## src/ftd_pkg.sv

```systemverilog
// ----------------------------------------------------------------------------
// ftd_pkg - shared types and constants for the decimal ascii formatter
// Stage payload structs, ascii codes and the fraction bit weights.
// ----------------------------------------------------------------------------
package ftd_pkg;

    localparam int VALUE_W     = 16;
    localparam int POS_W       = 4;
    localparam int CHAR_W      = 8;
    localparam int FRAC_BITS   = 12;
    localparam int SUM_W       = 16;
    localparam int FRAC_SRC_W  = SUM_W - 2;
    localparam int INT_DIGITS  = 3;
    localparam int FRAC_DIGITS = 4;
    localparam int ACC_CELLS   = FRAC_BITS;
    localparam int DD_CELLS    = VALUE_W;

    localparam logic [SUM_W-1:0]  FRAC_TOP_WEIGHT     = 16'd20000;
    localparam logic [POS_W-1:0]  THREE_DIGIT_MAX_POS = 4'd5;

    localparam logic [CHAR_W-1:0] ASCII_ZERO  = 8'h30;
    localparam logic [CHAR_W-1:0] ASCII_SPACE = 8'h20;
    localparam logic [CHAR_W-1:0] ASCII_POINT = 8'h2E;

    typedef struct packed {
        logic [VALUE_W-1:0]   ip;
        logic [FRAC_BITS-1:0] fbits;
        logic [SUM_W-1:0]     fsum;
        logic                 three;
    } ftd_acc_t;

    typedef struct packed {
        logic [VALUE_W-1:0]       ibits;
        logic [4*INT_DIGITS-1:0]  ibcd;
        logic [VALUE_W-1:0]       fsrc;
        logic [4*FRAC_DIGITS-1:0] fbcd;
        logic                     three;
    } ftd_dd_t;

    function automatic logic [SUM_W-1:0] frac_weight(input int idx);
        logic [SUM_W-1:0] w;
        begin
            w = FRAC_TOP_WEIGHT >> idx;
            return w;
        end
    endfunction

    function automatic logic [CHAR_W-1:0] to_ascii(input logic [3:0] digit);
        return {4'h3, digit};
    endfunction

endpackage

```

## src/ftd_acc_cell.sv

```systemverilog
// ----------------------------------------------------------------------------
// ftd_acc_cell - fraction weight accumulate cell
// Adds its bit weight when the top fraction bit is set, then shifts the bits.
// ----------------------------------------------------------------------------
module ftd_acc_cell #(
    parameter logic [ftd_pkg::SUM_W-1:0] WEIGHT = ftd_pkg::FRAC_TOP_WEIGHT
) (
    input  logic             clk,
    input  logic             rst_n,
    input  logic             en,
    input  logic             valid_in,
    input  ftd_pkg::ftd_acc_t data_in,
    output logic             valid_out,
    output ftd_pkg::ftd_acc_t data_out
);

    logic              valid_reg;
    ftd_pkg::ftd_acc_t data_reg;
    ftd_pkg::ftd_acc_t data_next;

    always_comb
    begin
        data_next       = data_in;
        data_next.fsum  = data_in.fsum
                        + (data_in.fbits[ftd_pkg::FRAC_BITS-1] ? WEIGHT : '0);
        data_next.fbits = {data_in.fbits[ftd_pkg::FRAC_BITS-2:0], 1'b0};
    end

    always_ff @(posedge clk or negedge rst_n)
    begin
        if (!rst_n)
        begin
            valid_reg <= 1'b0;
        end
        else if (en)
        begin
            valid_reg <= valid_in;
        end
    end

    always_ff @(posedge clk)
    begin
        if (en)
        begin
            data_reg <= data_next;
        end
    end

    assign valid_out = valid_reg;
    assign data_out  = data_reg;

endmodule

```

## src/ftd_dabble_cell.sv

```systemverilog
// ----------------------------------------------------------------------------
// ftd_dabble_cell - one shift-and-add-3 step
// Corrects each bcd digit of both groups and shifts in the next source bit.
// ----------------------------------------------------------------------------
module ftd_dabble_cell (
    input  logic            clk,
    input  logic            rst_n,
    input  logic            en,
    input  logic            valid_in,
    input  ftd_pkg::ftd_dd_t data_in,
    output logic            valid_out,
    output ftd_pkg::ftd_dd_t data_out
);

    logic             valid_reg;
    ftd_pkg::ftd_dd_t data_reg;
    ftd_pkg::ftd_dd_t data_next;
    logic [4*ftd_pkg::INT_DIGITS-1:0]  iadj;
    logic [4*ftd_pkg::FRAC_DIGITS-1:0] fadj;

    always_comb
    begin
        iadj = data_in.ibcd;
        for (int k = 0; k < ftd_pkg::INT_DIGITS; k++)
        begin
            if (data_in.ibcd[4*k +: 4] >= 4'd5)
            begin
                iadj[4*k +: 4] = data_in.ibcd[4*k +: 4] + 4'd3;
            end
        end
        fadj = data_in.fbcd;
        for (int k = 0; k < ftd_pkg::FRAC_DIGITS; k++)
        begin
            if (data_in.fbcd[4*k +: 4] >= 4'd5)
            begin
                fadj[4*k +: 4] = data_in.fbcd[4*k +: 4] + 4'd3;
            end
        end
        // carry out of the top digit is dropped
        data_next       = data_in;
        data_next.ibcd  = {iadj[4*ftd_pkg::INT_DIGITS-2:0],
                           data_in.ibits[ftd_pkg::VALUE_W-1]};
        data_next.ibits = {data_in.ibits[ftd_pkg::VALUE_W-2:0], 1'b0};
        data_next.fbcd  = {fadj[4*ftd_pkg::FRAC_DIGITS-2:0],
                           data_in.fsrc[ftd_pkg::VALUE_W-1]};
        data_next.fsrc  = {data_in.fsrc[ftd_pkg::VALUE_W-2:0], 1'b0};
    end

    always_ff @(posedge clk or negedge rst_n)
    begin
        if (!rst_n)
        begin
            valid_reg <= 1'b0;
        end
        else if (en)
        begin
            valid_reg <= valid_in;
        end
    end

    always_ff @(posedge clk)
    begin
        if (en)
        begin
            data_reg <= data_next;
        end
    end

    assign valid_out = valid_reg;
    assign data_out  = data_reg;

endmodule

```

## src/fixed_point_to_decimal_ascii.sv

```systemverilog
// ----------------------------------------------------------------------------
// fixed_point_to_decimal_ascii - fixed-point value to eight ascii characters
// Fraction weights are summed in a row of accumulate cells, then both digit
// groups go through a row of shift-and-add-3 cells.
//
//   channel | valid     | stall     | payload
//   --------+-----------+-----------+-------------------------
//   in      | in_valid  | in_stall  | value, point_position
//   out     | out_valid | out_stall | char_0 .. char_7
//
// one item per cycle while the row is not frozen; stages: input register, 12 accumulate
// cells, 16 dabble cells, output register
// the whole row moves together; out_stall on a waiting item freezes every
// stage and raises in_stall in the same cycle
// reset clears the stage valid bits only
// ----------------------------------------------------------------------------
module fixed_point_to_decimal_ascii (
    input  logic                          clk,
    input  logic                          rst_n,
    input  logic                          in_valid,
    output logic                          in_stall,
    input  logic [ftd_pkg::VALUE_W-1:0]   value,
    input  logic [ftd_pkg::POS_W-1:0]     point_position,
    output logic                          out_valid,
    input  logic                          out_stall,
    output logic [ftd_pkg::CHAR_W-1:0]    char_0,
    output logic [ftd_pkg::CHAR_W-1:0]    char_1,
    output logic [ftd_pkg::CHAR_W-1:0]    char_2,
    output logic [ftd_pkg::CHAR_W-1:0]    char_3,
    output logic [ftd_pkg::CHAR_W-1:0]    char_4,
    output logic [ftd_pkg::CHAR_W-1:0]    char_5,
    output logic [ftd_pkg::CHAR_W-1:0]    char_6,
    output logic [ftd_pkg::CHAR_W-1:0]    char_7
);

    localparam int NA = ftd_pkg::ACC_CELLS;
    localparam int ND = ftd_pkg::DD_CELLS;

    logic en;

    logic              in_valid_reg;
    ftd_pkg::ftd_acc_t in_data_reg;
    ftd_pkg::ftd_acc_t in_data_next;
    logic [ftd_pkg::VALUE_W-1:0] frac_shift;

    logic              acc_valid [0:NA];
    ftd_pkg::ftd_acc_t acc_data  [0:NA];
    logic              dd_valid  [0:ND];
    ftd_pkg::ftd_dd_t  dd_data   [0:ND];

    logic                       out_valid_reg;
    logic [ftd_pkg::CHAR_W-1:0] chars_reg  [0:7];
    logic [ftd_pkg::CHAR_W-1:0] chars_next [0:7];

    ftd_pkg::ftd_dd_t last;

    assign en       = !(out_valid_reg && out_stall);
    assign in_stall = !en;

    // a position of zero shifts everything out, so the fraction is zero
    always_comb
    begin
        frac_shift         = value << (5'd16 - {1'b0, point_position});
        in_data_next.ip    = value >> point_position;
        in_data_next.fbits = frac_shift[ftd_pkg::VALUE_W-1 -: ftd_pkg::FRAC_BITS];
        in_data_next.fsum  = '0;
        in_data_next.three = (point_position <= ftd_pkg::THREE_DIGIT_MAX_POS);
    end

    always_ff @(posedge clk or negedge rst_n)
    begin
        if (!rst_n)
        begin
            in_valid_reg  <= 1'b0;
            out_valid_reg <= 1'b0;
        end
        else if (en)
        begin
            in_valid_reg  <= in_valid;
            out_valid_reg <= dd_valid[ND];
        end
    end

    always_ff @(posedge clk)
    begin
        if (en)
        begin
            in_data_reg <= in_data_next;
            for (int k = 0; k < 8; k++)
            begin
                chars_reg[k] <= chars_next[k];
            end
        end
    end

    assign acc_valid[0] = in_valid_reg;
    assign acc_data[0]  = in_data_reg;

    for (genvar i = 0; i < NA; i++)
    begin : g_acc
        ftd_acc_cell #(
            .WEIGHT (ftd_pkg::frac_weight(i))
        ) u_acc (
            .clk       (clk),
            .rst_n     (rst_n),
            .en        (en),
            .valid_in  (acc_valid[i]),
            .data_in   (acc_data[i]),
            .valid_out (acc_valid[i+1]),
            .data_out  (acc_data[i+1])
        );
    end

    // fraction digits are the sum divided by four
    always_comb
    begin
        dd_data[0].ibits = acc_data[NA].ip;
        dd_data[0].ibcd  = '0;
        dd_data[0].fsrc  = {2'b00, acc_data[NA].fsum[ftd_pkg::SUM_W-1:2]};
        dd_data[0].fbcd  = '0;
        dd_data[0].three = acc_data[NA].three;
    end
    assign dd_valid[0] = acc_valid[NA];

    for (genvar i = 0; i < ND; i++)
    begin : g_dd
        ftd_dabble_cell u_dd (
            .clk       (clk),
            .rst_n     (rst_n),
            .en        (en),
            .valid_in  (dd_valid[i]),
            .data_in   (dd_data[i]),
            .valid_out (dd_valid[i+1]),
            .data_out  (dd_data[i+1])
        );
    end

    assign last = dd_data[ND];

    always_comb
    begin
        if (last.three)
        begin
            chars_next[0] = ftd_pkg::to_ascii(last.ibcd[11:8]);
            chars_next[1] = ftd_pkg::to_ascii(last.ibcd[7:4]);
            chars_next[2] = ftd_pkg::to_ascii(last.ibcd[3:0]);
            chars_next[3] = ftd_pkg::ASCII_POINT;
            chars_next[4] = ftd_pkg::to_ascii(last.fbcd[15:12]);
            chars_next[5] = ftd_pkg::to_ascii(last.fbcd[11:8]);
            chars_next[6] = ftd_pkg::to_ascii(last.fbcd[7:4]);
            chars_next[7] = ftd_pkg::to_ascii(last.fbcd[3:0]);
        end
        else
        begin
            chars_next[0] = ftd_pkg::to_ascii(last.ibcd[7:4]);
            chars_next[1] = ftd_pkg::to_ascii(last.ibcd[3:0]);
            chars_next[2] = ftd_pkg::ASCII_POINT;
            chars_next[3] = ftd_pkg::to_ascii(last.fbcd[15:12]);
            chars_next[4] = ftd_pkg::to_ascii(last.fbcd[11:8]);
            chars_next[5] = ftd_pkg::to_ascii(last.fbcd[7:4]);
            chars_next[6] = ftd_pkg::to_ascii(last.fbcd[3:0]);
            chars_next[7] = ftd_pkg::ASCII_ZERO;
        end
        // leading zero blanking
        if (chars_next[0] == ftd_pkg::ASCII_ZERO)
        begin
            chars_next[0] = ftd_pkg::ASCII_SPACE;
            if (last.three && chars_next[1] == ftd_pkg::ASCII_ZERO)
            begin
                chars_next[1] = ftd_pkg::ASCII_SPACE;
            end
        end
    end

    assign out_valid = out_valid_reg;
    assign char_0    = chars_reg[0];
    assign char_1    = chars_reg[1];
    assign char_2    = chars_reg[2];
    assign char_3    = chars_reg[3];
    assign char_4    = chars_reg[4];
    assign char_5    = chars_reg[5];
    assign char_6    = chars_reg[6];
    assign char_7    = chars_reg[7];

endmodule

```

## config.mk

```make
export PLATFORM = sky130hd
export DESIGN_NAME = fixed_point_to_decimal_ascii
export DESIGN_NICKNAME = d
export VERILOG_FILES = /design/src/ftd_pkg.sv /design/src/ftd_acc_cell.sv /design/src/ftd_dabble_cell.sv /design/src/fixed_point_to_decimal_ascii.sv
export SDC_FILE = /design/constraint.sdc
export NUM_CORES = 2
export LEC_CHECK = 0
export ABC_AREA = 1
export ABC_CLOCK_PERIOD_IN_PS = 41400
export BUFFER_PORTS_ARGS = -buffer_cell sky130_fd_sc_hd__buf_2
export CELL_PAD_IN_SITES_DETAIL_PLACEMENT = 1
export CELL_PAD_IN_SITES_GLOBAL_PLACEMENT = 2
export CORE_ASPECT_RATIO = 2
export CORE_UTILIZATION = 37
export DETAILED_ROUTE_END_ITERATION = 10
export GPL_TIMING_DRIVEN = 0
export HOLD_SLACK_MARGIN = 0.1
export PLACE_DENSITY_LB_ADDON = 0.1
export SYNTH_ARGS = -nofsm -noshare
export SYNTH_HDL_FRONTEND = slang
export SYNTH_SLANG_ARGS = --single-unit
```

## constraint.sdc

```tcl
create_clock -name clk -period 41.4 [get_ports clk]
set_input_delay 0 -clock clk [delete_from_list [all_inputs] [get_ports clk]]
set_output_delay 0 -clock clk [all_outputs]
set_load 0.02 [all_outputs]
```

==> results.md <==
* Drc violations at 0
* Seq/Total Area, Yosys at approximately 74%
* Startpoint types: input port
* Comb pwr share at 23.8%
* P_int at ~2800 µW
* PostCTS Resize Cnt at 0
* Clock sink count at roughly 1000
* Worst EP required at 41840 ps
* Dpl cell area at approximately 0.045 mm²
* Antenna-violating nets left at 0
* Total GRT Usage at 13.5%
* Post-synthesis instance area at between 0.04 and 0.05 mm²
* Max reg flops at roughly 520
* Grt met2 use at 28.5%
* Register bit total from synthesis at ~1000
* Final period util at under 10%
* IO Port Bufs at 60
* Minimum clock period after layout at between 2000 and 3000 ps
* Hold Crit Depth at 4
* Synth unique cells at 41
* Met3 usage at roughly 2.3%
* Core area at 0.112 mm²
* Reg power frac at ~54%
* Post-route insts no fill at between 4000 and 5000
* Die width at about 240 µm
* Detailed placer's ending HPWL at between 50000 and 60000 µm
* Drt wl/cell at roughly 15 µm
* Met1 usage at 11.8%
* P_sw at about 1300 µW
* Hold EP: g_dd[15].u_dd.valid_out$_DFFE_PN0N_
* Ys flop type: edfxtp_1
* Post-route cell area at approximately 0.048 mm²
* Max Transition Viols Final at 0
* Number of synthesized flops with an enable pin at 1012
* Vias/cell at around 4.7
* Iter 0 DRT Violations at about 900
* Final hold vios at 0
* Clk root buf: clkbuf_16
* Post-Syn Instances at between 3000 and 4000
* CTS Buf Count at 95
* Worst VDD drop at ~0.000065 V
* Pin count of the biggest net entering global routing at 76
* Critical R2R Launch: out_valid$_DFFE_PN0N_
* Most frequent cells in the layout: 1012 x edfxtp_1, 569 x nand2_1, 330 x inv_1, 205 x nor2_1, 175 x a21oi_1
* Drt pass-1 iters at 6
* Syn avg cell area at 13.7 µm²
* Ys Warns at 0
* Top post-synthesis cells by area: edfxtp_1 72%, nand2_1 5.1%, ha_1 4.6%
* PwrDens at between 80 and 90 mW/mm²
* R2R setup slack at ~39000 ps
* Post-CTS Setup Bufs at 0
* Outcome: complete, no violations
* GPL Wtd Cong at about 0.77
* Setup TNS at 0 ps
* # Max-Cap Violations at 0
* DP Cell Count at about 4700
* RR Endpoint: g_acc[11].u_acc.data_out[32]$_DFFE_PN_
* Crit Path Class: in -> reg
* I/O pins at 90
* Synth area leader: edfxtp_1
* CP Data Arrival Time at ~3200 ps
* Global route overflow at 0
* Hold Path Class: in -> reg
* Worst-Skew Late Latency at roughly 720 ps
* Lkg Pwr at between 0.015 and 0.02 µW
* CP Launch Point: point_position[1]
* Unrepaired setup endpoints after global routing: false
* Clock slew at reported path FFs at 70 ps
* Vias in the first global route at between 20000 and 30000
* Nets at 3504
* Post-synthesis async set-or-reset flop share at approximately 2.9%
* Critical Path Sink Type: flop
* Max-slew headroom at between 40% and 50%
* Initial Util at between 30% and 40%
* Commonest non-fill, non-tap cell in the layout: edfxtp_1
* Setup violators final at 0
* Worst slew pin tran at between 700 and 800 ps
* Layout cells sized above 1 at 9.28%
* Max FO, Critical Path at 11
* Die area at 0.115 mm²
* First-pass GRT wire length at ~120000 µm
* H-tree depth at 3
* Final Skew at between 20 and 30 ps
* Num rows at between 150 and 200
* Max Root-Sink Buffers at 3
* Clock power share at between 20 and 25%
* Net Sw Frac at between 30% and 40%
* R2R cell count at 6
* GRT busiest layer: met2
* Antenna violations before repair at 1
* Area growth from synthesis to layout at 15.6%
* Total Wirelength at ~76000 µm
* WHS at roughly 320 ps
* Via count of the routed design at ~23000
* CTS tree: built
* Yosys top cell area share at between 70 and 80%
* Die height at between 400 and 500 µm
* CTS Hold Bufs at 59
* Fmax at 366 MHz
* Worst hold start: out_stall
## power groups by stage
stage | Sequential [µW] | Clock, µW | Combinational (µW)
after global routing | 2260 | 980 | 1120
final | 2190 | 910 | 970
after global placement | 2570 | 0 | 888
after CTS | 2200 | 949 | 994
after detailed placement | 2220 | 0 | 982
after floorplan | 2410 | 0 | 679
## final cells by class
| class | instances | area (µm²) |
|---|---|---|
| plain buffers | 52 | 359 |
| diodes | 1 | 2.50 |
| well taps | 1496 | 1870 |
| inverters | 338 | 1270 |
| clock inverters | 58 | 754 |
| flip-flops and latches | 1042 | 31100 |
| clock buffers | 117 | 2470 |
| multi-input cells | 1654 | 9290 |
| repair buffers | 135 | 1330 |
| fillers | 11500 | 63800 |
## cell usage after synthesis (6+ instances only)
library cell  instances
nand2_1             569
and2_1               11
xnor2_1              22
inv_1               330
fa_1                  9
o21a_1                7
ha_1                153
inv_2                 7
nand3_1             121
nor3_1               17
nand4_1              15
buf_2                 8
nor2_1              205
edfxtp_1           1012
or2_2                31
clkbuf_1              6
xor2_1              105
a21oi_1             175
nand3b_1              8
o21ai_0             124
dfrtp_1              30
buf_4                32
a211oi_1             25
## how the worst max path moves through the flow
| stage | to | slack [ps] |
|---|---|---|
| 6_report | acc_data[562]$_SDFFCE_PP0N_ | 38670 |
| 5_1_grt | g_dd[2].u_dd.data_out[50]$_DFFE_PN_ | 38540 |
| 4_1_cts | acc_data[562]$_SDFFCE_PP0N_ | 38700 |
| 2_1_floorplan | acc_data[540]$_DFFE_PN_ | 11660 |
| 3_5_place_dp | g_acc[11].u_acc.data_out[32]$_DFFE_PN_ | 38690 |
| 3_3_place_gp | chars_reg[0][2]$_SDFFCE_PN0N_ | 790 |
## critical path, cell delays in order
cell and delay, ps:
dlygate4sd3_1 530, buf_2 140, buf_2 180, inv_1 160, buf_4 240, ha_1 260, buf_4 180, inv_1 130
buf_2 270, nand3_1 160, nand3_1 140, nand2_1 70, nand2_1 70, a21oi_2 50, dlygate4sd3_1 580
## metrics by stage
stage,utilization [%],setup slack [ps],power (µW)
final,43.2,38670,4070
after global routing,43.2,38540,4360
after CTS,43.2,38700,4150
after detailed placement,39.8,38690,3200
after global placement,39.4,793,3460
after floorplan,-,11660,3090
## routing by layer
layer  wire (µm)  part of all wire [%]
met1       24800                    33
met5           0                     0
met2       46200                    61
met4        2530                   3.3
met3        2140                   2.8
## kinds of logic (layout without fill, tap and decap cells)
kind of cell	count (synthesis)	count (layout)	synth area share (%)
AOI/OAI and AO/OA	347	347	4.44
xor gates and xnor gates	127	127	2.65
adders and majority gates	162	162	4.99
buffers and inverters	390	700	3.88
DFF	1042	1042	74.2
muxes	1	1	0.0268
other	2	29	0.0179
and+or+nand+nor	989	989	9.78
No activity file was read; power rests on OpenSTA's default activity.
